--- src/rtl/sti_fxmul.sv ---
`default_nettype none

// (a * b) >> F, truncated toward zero and saturated; shift-add one bit a cycle.
module sti_fxmul #(
   parameter int W = 48,
   parameter int F = 24
) (
   input  wire logic         clock,
   input  wire logic         reset,
   input  wire logic         start,
   input  wire logic [W-1:0] a_val,
   input  wire logic [W-1:0] b_val,
   output logic              done,
   output logic      [W-1:0] prod
);

   localparam int CNTW = $clog2(W + 1);

   logic            busy_ff, busy_in;
   logic            fin_ff, fin_in;
   logic            done_ff, done_in;
   logic [CNTW-1:0] cnt_ff, cnt_in;
   logic            neg_ff, neg_in;
   logic [W-1:0]    ma_ff, ma_in;
   logic [W-1:0]    hi_ff, hi_in;
   logic [W-1:0]    lo_ff, lo_in;
   logic [W-1:0]    res_ff, res_in;
   logic [W:0]      sum;
   logic [2*W-1:0]  scaled;
   logic            upper_or;
   logic            low_or;

   always_comb begin
      busy_in  = busy_ff;
      fin_in   = 1'b0;
      done_in  = 1'b0;
      cnt_in   = cnt_ff;
      neg_in   = neg_ff;
      ma_in    = ma_ff;
      hi_in    = hi_ff;
      lo_in    = lo_ff;
      res_in   = res_ff;
      sum      = {1'b0, hi_ff} + {1'b0, (lo_ff[0] ? ma_ff : {W{1'b0}})};
      scaled   = {hi_ff, lo_ff} >> F;
      upper_or = |scaled[2*W-1:W];
      low_or   = |scaled[W-2:0];
      if (start) begin
         busy_in = 1'b1;
         cnt_in  = '0;
         neg_in  = a_val[W-1] ^ b_val[W-1];
         ma_in   = a_val[W-1] ? (W'(0) - a_val) : a_val;
         lo_in   = b_val[W-1] ? (W'(0) - b_val) : b_val;
         hi_in   = '0;
      end else if (busy_ff) begin
         hi_in  = sum[W:1];
         lo_in  = {sum[0], lo_ff[W-1:1]};
         cnt_in = cnt_ff + CNTW'(1);
         if (cnt_ff == CNTW'(W - 1)) begin
            busy_in = 1'b0;
            fin_in  = 1'b1;
         end
      end else if (fin_ff) begin
         done_in = 1'b1;
         if (neg_ff) begin
            if (upper_or || (scaled[W-1] && low_or)) begin
               res_in = {1'b1, {(W-1){1'b0}}};
            end else begin
               res_in = W'(0) - scaled[W-1:0];
            end
         end else begin
            if (upper_or || scaled[W-1]) begin
               res_in = {1'b0, {(W-1){1'b1}}};
            end else begin
               res_in = scaled[W-1:0];
            end
         end
      end
   end

   always_ff @(posedge clock) begin
      if (reset) begin
         busy_ff <= 1'b0;
         fin_ff  <= 1'b0;
         done_ff <= 1'b0;
         cnt_ff  <= '0;
      end else begin
         busy_ff <= busy_in;
         fin_ff  <= fin_in;
         done_ff <= done_in;
         cnt_ff  <= cnt_in;
      end
   end

   always_ff @(posedge clock) begin
      neg_ff <= neg_in;
      ma_ff  <= ma_in;
      hi_ff  <= hi_in;
      lo_ff  <= lo_in;
      res_ff <= res_in;
   end

   assign done = done_ff;
   assign prod = res_ff;

endmodule

`default_nettype wire

--- config.mk ---
export PLATFORM = sky130hd
export DESIGN_NAME = sti_fxmul
export DESIGN_NICKNAME = d
export VERILOG_FILES = /design/src/rtl/sti_fxmul.sv
export SDC_FILE = /design/constraint.sdc
export NUM_CORES = 1
export LEC_CHECK = 0
export BUFFER_PORTS_ARGS = -buffer_cell sky130_fd_sc_hd__buf_2
export CAP_MARGIN = 10
export CORE_MARGIN = 2
export CORE_UTILIZATION = 55
export DETAILED_ROUTE_END_ITERATION = 10
export GPL_ROUTABILITY_DRIVEN = 1
export PLACE_DENSITY = 0.79
export REMOVE_ABC_BUFFERS = 1
export SLEW_MARGIN = 20
export SYNTH_ARGS = -nofsm -noshare
export SYNTH_HDL_FRONTEND = slang
export SYNTH_SLANG_ARGS = --single-unit
--- constraint.sdc ---
create_clock -name clock -period 13.85 [get_ports clock]
set_clock_uncertainty 0.15 [all_clocks]
set_input_delay 2.77 -clock clock [delete_from_list [all_inputs] [get_ports clock]]
set_output_delay 2.77 -clock clock [all_outputs]
set_load 0.01 [all_outputs]
## Word level (Yosys, flattened, before mapping)

Index checks and enable logic that the tools add are counted.

- Logic and storage cells: 42
- Bits in registers: 202
- Bits of input ports: 99
- Output and inout bits: 49

- Equal/unequal tests: 1
- Add/subtract/negate cells: 5
- Reductions and logical operators: 10
- Bitwise logic cells: 3
- Mux-type cells: 13

Operator list:

| kind | number |
|---|---|
| two-way mux 48 bit | 7 |
| subtractor 1 x 48 -> 48 bit (first input constant) | 3 |
| adder 48 x 48 -> 49 bit | 1 |
| two-way mux 47 bit | 1 |
| OR reduction 47 bit | 1 |
| OR reduction 24 bit | 1 |
| adder 6 x 1 -> 6 bit (second input constant) | 1 |
| equality test 6 bit (second input constant) | 1 |
| OR reduction 3 bit | 2 |
| two-way mux 1 bit | 5 |
| AND reduction 3 bit | 1 |
| logical OR 1 bit | 2 |
| inverter 1 bit | 2 |
| nonzero test 2 bit | 1 |
| OR reduction 2 bit | 1 |
| logical AND 1 bit | 1 |
| XOR 1 bit | 1 |

## Depth between registers and ports, before layout

- Word-level depth: 5
- Mapped depth: 15
- Mapped depth without buffers: 13

## Least setup slack after synthesis

Ideal clock, no wire load.

- Path type: in2reg
- From: in b_val[8]
- To: reg lo_ff[42], data pin
- Path buffers: 1
- Library setup time: 270 ps
- Arrival: 6054 ps
- Path slack: 7375 ps
- Cell stages on the path: 11
- Cell sequence: or4_1 > nor4_2 > nand3_1 > or4_1 > or3_1 > clkbuf_1 > or3_1 > or4_1 > o41ai_1 > xor2_1 > a21oi_1

- Word-level cells in the longest chain between the ends: 3

RTL lines:

| element | line | RTL |
|---|---|---|
| start: declaration | 12 | `input wire logic [W-1:0] b_val,` |
| subtractor 1 x 48 -> 48 bit | 52 | `lo_in = b_val[W-1] ? (W'(0) - b_val) : b_val;` |
| two-way mux 48 bit | 52 |  |
| two-way mux 48 bit | 47 | `if (start) begin` |
| named net lo_in[42] | 26 | `logic [W-1:0] lo_ff, lo_in;` |
| end signal: assignment | 98 | `lo_ff <= lo_in;` |
| end: declaration | 26 |  |

The timed path passes the listed nets, and every way through them passes these cells.
A chain may end at the register's enable or synchronous reset.

## Worst setup path after layout

Same ends and word-level chain as after synthesis.

==> flow_metrics.env <==
export IMPL_status="complete, no violations"
export IMPL_placed_cells=1841
export IMPL_core_area_um2=23500
export IMPL_instances_no_fill=1886
export IMPL_crit_path_end_kind="register"
export IMPL_hp_class="reg2reg"
export IMPL_antenna_found_initial=0
export IMPL_final_setup_tns_ns=0
export IMPL_synth_cell_types=64
export IMPL_wl_met1_um=14900
export IMPL_ir_worst_vdd_mv=0.0705
export IMPL_synth_area_um2=13200
export IMPL_cp_top_family="simple AND/OR/NAND/NOR gates"
export IMPL_dp_hpwl_um=23400
export IMPL_arrival_ns=6.58
export IMPL_r2r_slack_ns=8.94
export IMPL_cts_tree="done"
export IMPL_drive_above_1_share=0.137
export IMPL_rows=56
export IMPL_relSlewSlack=0.274
export IMPL_portBuffers=147
export IMPL_avgRoutedWirePerCell_um=17.4
export IMPL_reg2regPathDepth=10
export IMPL_die_x_um=159
export IMPL_die_area_um2=25300
export IMPL_crit_buf_inv=1
export IMPL_initial_core_util=0.561
export IMPL_startpoint_type="input port"
export IMPL_grt_max_degree=85
export IMPL_drt_iter0_markers=1065
export IMPL_grt_pass1_vias=10408
export IMPL_worstHoldEndpoint="hi_ff[37]"
export IMPL_pre_cts_ws_ns=6.86
export IMPL_diodes=0
export IMPL_wirelength_um=32800
export IMPL_synth_largest_area_cell="edfxtp_1"
export IMPL_hold_buffers=0
export IMPL_drtPass1Iterations=7
export IMPL_timing_max_cap_violations=0
export IMPL_die_h_um=159
export IMPL_cts_repair_resized=0
export IMPL_fin_crit_ns=6.47
export IMPL_clk_pin_slew_ns=0.06
export IMPL_min_period_over_period=0.467
export IMPL_yosys_register_bits=202
export IMPL_ys_warn_count=0
export IMPL_dr_wl_met2_um=14500
export IMPL_cp_cell_sequence="buf_2 > or4_1 > nor4_2 > nand3_1 > or4_1 > or3_1 > or3_1 > or4_1 > o41ai_1 > xor2_1 > a21oi_1"
export IMPL_rsz0062_at_grt="false"
export IMPL_grt_pass1_wl_um=52000
export IMPL_timing_hold_violations_final=0
export IMPL_nNetsFinal=1701
export IMPL_num_vias=11561
export IMPL_grt_usage=0.247
export IMPL_synth_flop_cell="edfxtp_1"
export IMPL_p_leak_nw=5.70
export IMPL_post_cts_buffers=0
export IMPL_clockRootBuffer="clkbuf_16"
export IMPL_critPathSlowestCell="or4_1"
export IMPL_fin_ws_ns=7.38
export IMPL_worst_path_max_fanout=7
export IMPL_required_ns=13.96
export IMPL_syn_avg_cell_area_um2=9.15
export IMPL_overflow=0
export IMPL_synth_edf_count=145
export IMPL_area_growth_pct=13.3
export IMPL_top_layer="met4"
export IMPL_cpPeakStageDelay_ns=0.60
export IMPL_num_io_pins=148
export IMPL_gp_congestion=0.963
export IMPL_crit_type="in2reg"
export IMPL_hold_path_depth=2
export IMPL_worstMarginPinSlew_ns=1.08
export IMPL_vias_per_cell=6.13
export IMPL_power_total_mw=1.80
export IMPL_numCtsBuffers=24
export IMPL_clock_path_buffers=3
export IMPL_powerDensity_nw_per_um2=120
export IMPL_synth_seq_area_share=0.416
export IMPL_r2r_end="prod[16]"
export IMPL_synthCells=1444
export IMPL_synth_top_cell_area_share=0.330
export IMPL_reg2reg_from="lo_ff[37]"
export IMPL_clock_latency_ns=0.53
export IMPL_drtAntennaViolNets=0
export IMPL_cts_htree_levels=1
export IMPL_maxSlewViolCount=0
export IMPL_hold_path_startpoint="hi_ff[37]"
export IMPL_yosys_top_cells_area="edfxtp_1, dfxtp_1, xnor2_1"
export IMPL_cts_sinks=202
export IMPL_drc=0
export IMPL_wl_met3_um=2520
export IMPL_cpMostUsedCell="or4_1"
export IMPL_setup_viol=0
export IMPL_fill_cells=1958
export IMPL_synthArstFlopShare=0
export IMPL_timing_fmax_mhz=155
through the flow:
stage	area, um2	utilization	hold slack, ns
global placement	14100	0.599	0.318
global route	15000	0.636	0.355
floorplan	12900	-	0.304
finish	15000	0.636	0.336
CTS	14900	0.635	0.339
detailed placement	14100	0.599	0.331
layout make-up:
class,instances,area [um2],area share
Inverter,24,90.1,0.00602
Sequential cell,202,5500,0.367
Clock inverter,13,164,0.0110
Clock buffer,31,677,0.0452
Timing Repair Buffer,156,813,0.0544
Tap cell,319,399,0.0267
Multi-Input combinational cell,1141,7320,0.489
registers in the layout, indices dropped and copies added, names as in the netlist:
name and flops:
fin_ff 1, busy_ff 1, prod 48, ma_ff 48, hi_ff 48, done 1
neg_ff 1, lo_ff 48, cnt_ff 6
how the worst max path moves through the flow:
stage	start	end	slack, ns	cells after the start
after floorplan	b_val[8]	lo_ff[42]	7.43	10
after detailed placement	b_val[8]	lo_ff[42]	6.86	11
after global placement	b_val[8]	lo_ff[42]	6.99	11
final	b_val[8]	lo_ff[42]	7.38	11
after global routing	b_val[8]	lo_ff[42]	7.19	11
after CTS	b_val[8]	lo_ff[42]	7.41	11
power by group:
group | switching, mW | internal, mW | leakage (nW)
Sequential | 0.0401 | 0.713 | 1.85
Combinational | 0.238 | 0.152 | 3.44
Clock | 0.252 | 0.402 | 0.409
tightest hold or removal path: stages (launching register included):
cell and delay (ns):
dfxtp_1 0.32, nand2_1 0.05, o21ai_0 0.06
cells by family (layout without fill, tap and decap cells):
logic type      Yosys count  in the layout  share of synthesized area
simple gates            504            504                      0.191
compound gates          418            418                      0.200
flops                   202            202                      0.416
xor+xnor                140            140                     0.0928
buf+inv                 101            224                     0.0300
fa+ha+maj                53             53                     0.0508
mux                      26             26                     0.0199
layer usage:
metal,GRT usage,up-vias
met5,0,-
met4,0.0826,0
met3,0.0307,63
met2,0.383,525
met1,0.361,5395
li1,-,5578
Yosys cell counts, types with 11 or more instances:
cell type	number
inv_1	23
or3_1	29
nor2_1	140
dfxtp_1	57
edfxtp_1	145
nor2b_1	14
a21oi_1	123
a31oi_1	14
o31ai_1	36
o41ai_1	15
a21o_1	28
or4_1	23
nand4_1	15
ha_1	52
xnor2_1	78
nor3_1	32
and2_1	53
o21bai_1	11
o211a_1	12
nand2_1	111
mux2i_1	24
clkbuf_1	69
nand3_1	26
nor4_1	20
o21ai_0	111
xor2_1	62
layout by cell type, fill, tap and decap left out, types with 36 or more instances in the layout:
master | netlist | routed
dfxtp_1 | 57 | 56
nand2_1 | 111 | 111
xor2_1 | 62 | 62
xnor2_1 | 78 | 78
a21oi_1 | 123 | 123
o21ai_0 | 111 | 110
edfxtp_1 | 145 | 145
nor2_1 | 140 | 140
and2_1 | 53 | 52
buf_2 | 2 | 146
o31ai_1 | 36 | 36
ha_1 | 52 | 52
Note: power is estimated with default switching activity, not from simulation.
