==> config.mk <==
export PLATFORM = sky130hd
export DESIGN_NAME = sti_muldiv
export DESIGN_NICKNAME = d
export VERILOG_FILES = /design/src/rtl/sti_muldiv.sv
export SDC_FILE = /design/constraint.sdc
export NUM_CORES = 1
export LEC_CHECK = 0
export BUFFER_PORTS_ARGS = -buffer_cell sky130_fd_sc_hd__buf_2
export CORE_MARGIN = 3
export CORE_UTILIZATION = 60
export DETAILED_ROUTE_END_ITERATION = 6
export PLACE_DENSITY = 0.81
export RECOVER_POWER = 25
export REMOVE_ABC_BUFFERS = 1
export SYNTH_ARGS = -nofsm -noshare
export SYNTH_HDL_FRONTEND = slang
export SYNTH_SLANG_ARGS = --single-unit
export TNS_END_PERCENT = 30
==> constraint.sdc <==
create_clock -name clock -period 11.6 [get_ports clock]
set_input_delay 0.58 -clock clock [delete_from_list [all_inputs] [get_ports clock]]
set_output_delay 0.58 -clock clock [all_outputs]
set_load 0.005 [all_outputs]
==> src/rtl/sti_muldiv.sv <==
`default_nettype none

// floor(num * mult / den) with num < den, one multiplier bit at a time: a doubling phase, then an add phase.
module sti_muldiv #(
   parameter int W = 49
) (
   input  wire logic         clock,
   input  wire logic         reset,
   input  wire logic         start,
   input  wire logic [W-1:0] num,
   input  wire logic [W-1:0] den,
   input  wire logic [W-1:0] mult,
   output logic              done,
   output logic      [W-1:0] quot
);

   localparam int CNTW = $clog2(W + 1);

   logic            busy_ff, busy_in;
   logic            phase_ff, phase_in;
   logic            done_ff, done_in;
   logic [CNTW-1:0] cnt_ff, cnt_in;
   logic [W-1:0]    mult_ff, mult_in;
   logic [W-1:0]    num_ff, num_in;
   logic [W-1:0]    den_ff, den_in;
   logic [W-1:0]    q_ff, q_in;
   logic [W:0]      r_ff, r_in;
   logic [W:0]      r2;
   logic [W:0]      t;

   always_comb begin
      busy_in  = busy_ff;
      phase_in = phase_ff;
      done_in  = 1'b0;
      cnt_in   = cnt_ff;
      mult_in  = mult_ff;
      num_in   = num_ff;
      den_in   = den_ff;
      q_in     = q_ff;
      r_in     = r_ff;
      r2       = {r_ff[W-1:0], 1'b0};
      t        = r_ff + {1'b0, (mult_ff[W-1] ? num_ff : {W{1'b0}})};
      if (start) begin
         busy_in  = 1'b1;
         phase_in = 1'b0;
         cnt_in   = '0;
         mult_in  = mult;
         num_in   = num;
         den_in   = den;
         q_in     = '0;
         r_in     = '0;
      end else if (busy_ff) begin
         if (!phase_ff) begin
            // double the partial value
            if (r2 >= {1'b0, den_ff}) begin
               r_in = r2 - {1'b0, den_ff};
               q_in = {q_ff[W-2:0], 1'b0} + W'(1);
            end else begin
               r_in = r2;
               q_in = {q_ff[W-2:0], 1'b0};
            end
            phase_in = 1'b1;
         end else begin
            // add num where the multiplier bit is set
            if (t >= {1'b0, den_ff}) begin
               r_in = t - {1'b0, den_ff};
               q_in = q_ff + W'(1);
            end else begin
               r_in = t;
            end
            mult_in  = {mult_ff[W-2:0], 1'b0};
            phase_in = 1'b0;
            cnt_in   = cnt_ff + CNTW'(1);
            if (cnt_ff == CNTW'(W - 1)) begin
               busy_in = 1'b0;
               done_in = 1'b1;
            end
         end
      end
   end

   always_ff @(posedge clock) begin
      if (reset) begin
         busy_ff  <= 1'b0;
         phase_ff <= 1'b0;
         done_ff  <= 1'b0;
         cnt_ff   <= '0;
      end else begin
         busy_ff  <= busy_in;
         phase_ff <= phase_in;
         done_ff  <= done_in;
         cnt_ff   <= cnt_in;
      end
   end

   always_ff @(posedge clock) begin
      mult_ff <= mult_in;
      num_ff  <= num_in;
      den_ff  <= den_in;
      q_ff    <= q_in;
      r_ff    <= r_in;
   end

   assign done = done_ff;
   assign quot = q_ff;

endmodule

`default_nettype wire

* Word-level counts from Yosys, hierarchy flattened
Index checks and enable logic that the tools add are counted.
** Cells by class
- $add $sub $neg :: 6
- Magnitude comparators :: 2
- Equal/unequal tests :: 2
- Muxes and demuxes :: 16
- Bitwise gates (word level) :: 2
- Reductions and logical operators :: 7
** Operators by type and width (number)
- $mux W49 :: 7
- $mux W50 :: 3
- $ge A50 B49 Y1 :: 2
- $sub A50 B49 Y50 :: 2
- $add A49 B1 Y49 const B :: 2
- $add A50 B49 Y50 :: 1
- $add A6 B1 Y6 const B :: 1
- $eq A6 B6 Y1 const B :: 1
- $mux W1 :: 6
- $reduce_and A2 Y1 :: 3
- $reduce_bool A2 Y1 :: 2
- $reduce_or A4 Y1 :: 1
- $ne A2 B1 Y1 const B :: 1
- $not A1 Y1 :: 2
- $reduce_or A2 Y1 :: 1
** Word-level totals
- Bits in registers :: 255
- Bits of input ports :: 150
- Output and inout bits :: 50
- Logic and storage cells :: 44

* Depth between registers and ports, before layout
Gate-level depths: netlist (run 1).
- Word-level depth :: 5
- Gate-level depth with buffers :: 30

* Least setup slack after synthesis (run 1)
OpenSTA, ideal clock, no wires.
- Path kind :: flip-flop to flip-flop
- Start :: register mult_ff[48]
- End :: register q_ff[42] (netlist: quot[42])
- Arrival time :: 5.489 ns
- Data required time :: 11.473 ns
- Slack :: 5.984 ns
- Stages on the path, launching flop included :: 27
- Buffers on the path :: 2
- Clock period less this slack :: 5.616 ns
- Path through :: edfxtp_1 clkbuf_1 and2_1 ha_1 a21oi_1 nand2_1 nor3_1 o21ai_0 a22o_1 o21ai_0 o311ai_0 a31oi_1 o21ai_0 xnor2_1 inv_1 ha_1 and4_1 nand4_1 nor4_1 a31oi_1 a31oi_1 nand2_2 and2_1 buf_6 or4_4 mux2i_1 o21ai_1
** On the way
- Cells in the longest elaborated chain, start to end :: 5
** Ends and longest elaborated chain
- start: declaration :: line 23 : logic [W-1:0] mult_ff, mult_in;
- start signal: assignment :: line 97 : mult_ff <= mult_in;
- $mux W49 :: line 42 : t = r_ff + {1'b0, (mult_ff[W-1] ? num_ff : {W{1'b0}})};
- $add A50 B49 Y50 :: line 42
- $ge A50 B49 Y1 :: line 65 : if (t >= {1'b0, den_ff}) begin
- $ne A2 B1 Y1 (no line)
- $reduce_and A2 Y1 (no line)
- end signal: assignment :: line 100 : q_ff <= q_in;
- end: declaration :: line 26 : logic [W-1:0] q_ff, q_in;
Every way passes these cells.
A chain may end at the register's enable or synchronous reset.

* Worst setup path after layout (run 1)
- Start :: register mult_ff[48]
- End :: register r_ff[23]
** On the way
- Cells in the longest elaborated chain, start to end :: 5
- Elaborated cells on any way between the ends :: 6
- Classes of those cells :: add/sub: 2; order compare: 1; mux: 3
** Ends and longest elaborated chain
- $mux W49 (*) :: line 42
- $add A50 B49 Y50 (*) :: line 42
- $sub A50 B49 Y50 or $ge A50 B49 Y1 (tied branches) :: line 66, 65
- $mux W50 (*) :: line 65
- $mux W50 (*) :: line 53 : if (!phase_ff) begin
- end signal: assignment :: line 101 : r_ff <= r_in;
- end: declaration :: line 27 : logic [W:0] r_ff, r_in;
Mark *: on every way between the ends. The rest lies on a longest branch, timed or not.

==> impl_metrics.toml, run 1 <==
[logic_synthesis]
seq_area_frac_synth = 0.326
ys.flop_type = "edfxtp_1"
yosysWarningCount = 0
ys_seq_elements = 255
async_flop_share = 0
synth-edff-count = 147
synth.avg_cell_area_um2 = 8.54
ys_types = 93
postSynthCellCount = 2362
syn-cell-area_um2 = 20200

[floorplanning]
die-area_um2 = 35900
initial_core_util = 0.614
design.core.area_um2 = 32900
num_rows = 66
die_x_um = 189
io_pins = 200
die_y_um = 189

[clocking]
cts_made_buffers = 30
clockRootBuffer = "clkbuf_16"
cts.repair.resized = 0
path_clk_slew_ps = 70
clk_path_buf_depth = 3
clock_sinks = 255
cts_tree = "done"
worstSkewPairLatency_ps = 590
htreeDepth = 1
hold_buffers = 0
postCtsSetupBuffers = 0

[route]
routedWlPerCell_um = 21.8
drt_iter0_drc = 2356
route.detailed.drc = 0
ant_nets = 0
first_pass_iters = 6
wirelength_um = 64300
num_vias = 19600
via_per_inst = 6.65

[placed_design]
placed_cells = 2892
dpl.hpwl_um = 47800
dpl_worst_slack_ps = 3970
port_buffers = 199
gp_congestion = 0.982

[setup_path]
cp-start-kind = "flop"
ff2ff_path_depth = 25
end_kind = "flop"
crit_path_start = "mult_ff[48]$_DFFE_PP_"
critical_path_class = "reg2reg"
critPathArrivalTime_ps = 8530
rr_endpoint = "r_ff[23]$_SDFFE_PP0P_"
critPathMaxFanout = 53
r2r_start = "mult_ff[48]$_DFFE_PP_"
required_ps = 12120
ff2ff_setup_slack_ps = 3590

[timing]
fin_setup_tns_ps = 0
rsz0062_at_grt = "no"
finalWorstSetupSlack_ps = 3590
tightestPinTransition_ps = 2950
hold_viol = 0
min_period_ps = 8010
slew_viol_final = 55
timing.slew.headroom = -0.968
fin_hold_ws_ps = 163
fmaxAchievable_mhz = 125
finalCritPeriodShare = 0.691
finClkSkew_ps = 17.2
finalSetupViolCount = 0

[worst_hold_path]
min_path_type = "in2reg"
hold_path_depth = 1
min_from = "num[33]"
min_to = "num_ff[33]$_DFFE_PP_"

[global_routing]
overflow = 0
grt_max_degree = 91
grt_pass1_wl_um = 101000
grt_usage = 0.346
antenna_found_initial = 0
grt_pass1_vias = 18400

[outcome]
status = "finished, violations left"
failed_checks = "max-capacitance violations, max-slew violations"

[cells_and_area]
final_cell_mix = "a21oi_1, nand2_1, buf_2, ha_1, edfxtp_1"
area_growth_pct = 10.4
diodes = 0
postLayoutCoreUtil = 0.678
final_common_cell = "a21oi_1"
nets = 2785
finalNonFillerCells = 2948
drive_gt1_frac = 0.149

[power_and_ir_drop]
powerDensity_nw_per_um2 = 130
p_leak_nw = 9.15
peakVddDrop_mv = 0.121

[run]
cap_violations = 1
==> power breakdown <==
part	switching, W	leakage (nW)	total, W	internal [W]
clock network	0.000397	0.483	0.000944	0.000547
registers	0.0000351	2.32	0.00105	0.00102
logic	0.000562	6.35	0.000891	0.000329
total	0.000994	9.15	0.00289	0.00190
==> worst max path at each step <==
stage | slack [ps] | to
5_1_grt | 3250 | quot[34]$_SDFFE_PP0P_
2_1_floorplan | 4840 | quot[37]$_SDFFE_PP0P_
6_report | 3590 | r_ff[23]$_SDFFE_PP0P_
4_1_cts | 3920 | r_ff[23]$_SDFFE_PP0P_
3_3_place_gp | 4160 | quot[34]$_SDFFE_PP0P_
3_5_place_dp | 3970 | quot[34]$_SDFFE_PP0P_
==> worst max-delay path, cell delays in order (launching register included) <==
cell and delay [ps]:
edfxtp_1 320, buf_4 410, and2_1 200, ha_1 280, a21oi_1 220, nand2_1 100
nor3_1 450, o21ai_0 340, a22o_1 310, o21ai_0 900, o31a_1 240, a21oi_1 80
xor2_1 390, ha_1 390, a21o_1 200, a21oi_1 220, o21ai_0 130, or3_1 340
a221oi_2 310, o2111ai_1 180, nand2_2 220, and2_2 460, buf_4 610, nand2_1 140
a311oi_1 320, a31o_2 150
==> state kept, by name (all words and copies together), names as in the netlist <==
signal    count
r_ff         50
mult_ff      49
quot         49
busy_ff       1
done          1
den_ff       49
num_ff       49
cnt_ff        6
phase_ff      1
==> kinds of logic (layout without fill, tap and decap cells) <==
logic type / after synthesis / in the layout / share of synthesized area
xor gates and xnor gates: 144 / 144 / 0.0625
DFF: 255 / 255 / 0.326
and+or+nand+nor: 703 / 703 / 0.171
AOI/OAI and AO/OA: 804 / 804 / 0.263
buffers and inverters: 245 / 389 / 0.0498
muxes: 58 / 58 / 0.0321
adders and majority gates: 153 / 153 / 0.0960
==> metal layers <==
layer  share of wire  track usage
met4           0.041        0.131
met2            0.43        0.523
met3            0.11       0.0617
met5               0            0
met1            0.43        0.497
==> per-stage QoR <==
stage	power (W)	cell area, um^2
after floorplan	0.00167	19600
after global placement	0.00192	21300
after detailed placement	0.00193	21300
after CTS	0.00288	22300
after global routing	0.00301	22300
final	0.00289	22300
==> synth_stat cells (28+ instances only) <==
cell / n / area, um^2
a211oi_1: 54 / 405
a21o_1: 71 / 533
a21oi_1: 227 / 1140
a31oi_1: 40 / 250
and2_1: 62 / 388
clkbuf_1: 88 / 330
dfxtp_1: 108 / 2160
edfxtp_1: 147 / 4410
ha_1: 150 / 1880
inv_1: 113 / 424
mux2_2: 50 / 563
nand2_1: 219 / 822
nand3_1: 74 / 370
nand4_1: 37 / 231
nor2_1: 145 / 544
nor3_1: 31 / 155
o211ai_1: 36 / 270
o21ai_0: 135 / 676
o21bai_1: 28 / 210
xnor2_1: 90 / 788
xor2_1: 54 / 473
==> cell type report <==
cell class              count  area (um^2)
flip-flops and latches    255         6580
repair buffers            217         1130
well taps                 442          553
multi-input cells        1862        12600
clock buffers              39          826
clock inverters            17          155
inverters                 116          435
fillers                  2829        10600
Note: power is estimated with default switching activity, not from simulation.
==> inputs of run 2 (changes only) <==
==> constraint.sdc (replaced) <==
create_clock -name clock -period 8.3 [get_ports clock]
set_input_delay 0.415 -clock clock [delete_from_list [all_inputs] [get_ports clock]]
set_output_delay 0.415 -clock clock [all_outputs]
set_load 0.005 [all_outputs]
==> impl_metrics.toml, run 2 (synthesized netlist as in run 1, its figures left out) <==
[outcome]
status = "finished, violations left"
failed_checks = "max-capacitance violations, max-slew violations"

[cells_and_area]
stdcell_area_um2 = 23100
final_common_cell = "a21oi_1"
drive_gt1_frac = 0.149
ff_latch_area_um2 = 6580
postLayoutCoreUtil = 0.703
largest_reg_flops = 50
finalNonFillerCells = 3023
num-fill-cells = 2641
multi_input_area_um2 = 12600
nets = 2859
area_growth_pct = 14.4
diodes = 0
top_register = "r_ff"
final_cell_mix = "a21oi_1, nand2_1, buf_2, ha_1, edfxtp_1"

[global_routing]
grt_pass1_vias = 19100
grt_pass1_wl_um = 107000
grt_max_degree = 91
overflow = 0
grt_usage = 0.371
antenna_found_initial = 0

[route]
routedWlPerCell_um = 22.7
first_pass_iters = 6
ant_nets = 0
drt_iter0_drc = 2722
route.detailed.drc = 0
wirelength_um = 68500
num_vias = 20100
via_per_inst = 6.65

[power_and_ir_drop]
clockPowerShare = 0.334
power.internal_w = 0.00274
peakVddDrop_mv = 0.210
pwr-share-seq = 0.354
p_leak_nw = 9.49
swShare = 0.346
powerDensity_nw_per_um2 = 181
p_switching_w = 0.00145
power_frac_comb = 0.311

[setup_path]
r2r_start = "mult_ff[48]$_DFFE_PP_"
required_ps = 8580
critical_path_class = "reg2reg"
critPathArrivalTime_ps = 8100
critPathMaxFanout = 62
cp-start-kind = "flop"
crit_path_start = "mult_ff[48]$_DFFE_PP_"
end_kind = "flop"

[timing]
timing.slew.headroom = -1.70
min_period_ps = 7810
rsz0062_at_grt = "no"
tightestPinTransition_ps = 4050
fmaxAchievable_mhz = 128
fin_setup_tns_ps = 0
finalSetupViolCount = 0
slew_viol_final = 73
finalCritPeriodShare = 0.941
fin_hold_ws_ps = 10.9
hold_viol = 0
finClkSkew_ps = 38.6

[clocking]
postCtsSetupBuffers = 0
clk_path_buf_depth = 3
htreeDepth = 1
cts_tree = "done"
clockRootBuffer = "clkbuf_16"
path_clk_slew_ps = 60
cts_made_buffers = 31
clock_sinks = 255
worstSkewPairLatency_ps = 610

[floorplanning]
design.core.area_um2 = 32900
initial_core_util = 0.614
num_rows = 66
die_y_um = 189
die_x_um = 189
die-area_um2 = 35900
io_pins = 200

[placed_design]
port_buffers = 199
placed_cells = 2897
placed_cell_area_um2 = 21400
dpl.hpwl_um = 49200
gp_congestion = 1.10

[worst_hold_path]
min_from = "num[8]"
min_path_type = "in2reg"

[run]
cap_violations = 1
==> run 2: area by class of cell <==
type	instances	share of cell area
clock buffer	41	0.0389
clock inverter	17	0.00666
inverter	116	0.0189
multi-input combinational	1862	0.546
sequential	255	0.285
tap	442	0.0240
timing repair buffer	290	0.0805
==> run 2: path summary, 6_finish.rpt <==
path	end	slack, ps	cells after the start
setup / recovery	r_ff[37]$_SDFFE_PP0P_	490	26
hold / removal	num_ff[8]$_DFFE_PP_	10	1
setup reg to reg	r_ff[37]$_SDFFE_PP0P_	490	26
hold reg to reg	cnt_ff[1]$_SDFFE_PP0P_	500	2
==> run 2: repair_timing <==
item                      CTS  global route
hold endpoints to repair   68             0
resized for setup           0             0
hold buffers               68             0
==> run 2: power by group through the flow <==
stage	clock network, W	registers (W)	logic [W]
2_1_floorplan	0	0.00149	0.000853
3_3_place_gp	0	0.00150	0.00120
3_5_place_dp	0	0.00150	0.00122
4_1_cts	0.00141	0.00148	0.00126
5_1_grt	0.00146	0.00149	0.00141
6_report	0.00140	0.00148	0.00130
==> run 2: critical path, cell delays in order, from the launching register on <==
cell and delay, ps:
edfxtp_1 900, buf_4 350, and2_1 160, ha_1 170, inv_1 60, fa_1 400, nor2b_1 190, o2111ai_1 160
nor4b_1 240, nor3_2 340, o31ai_4 140, a211oi_1 590, nand2b_1 280, a31oi_1 130, xnor2_1 330, ha_1 380
a21oi_1 180, o22ai_1 130, or3_1 380, a221oi_2 330, o2111ai_1 200, nand2_2 210, and2_2 350, buf_12 320
nor2_2 150, a22oi_1 240, a31oi_1 130
==> run 2: per-layer routing <==
layer,vias up,global-route usage,part of all wire,wire (um)
met4,0,0.118,0.036,2490
li1,9207,-,-,-
met5,-,0,0,0
met2,1311,0.575,0.44,30000
met3,178,0.0931,0.12,8170
met1,9399,0.510,0.41,27800
==> run 2: metrics by stage <==
stage	setup slack [ps]	power [W]
2_1_floorplan	1540	0.00234
3_3_place_gp	1080	0.00270
3_5_place_dp	946	0.00272
4_1_cts	914	0.00414
5_1_grt	225	0.00436
6_report	487	0.00418
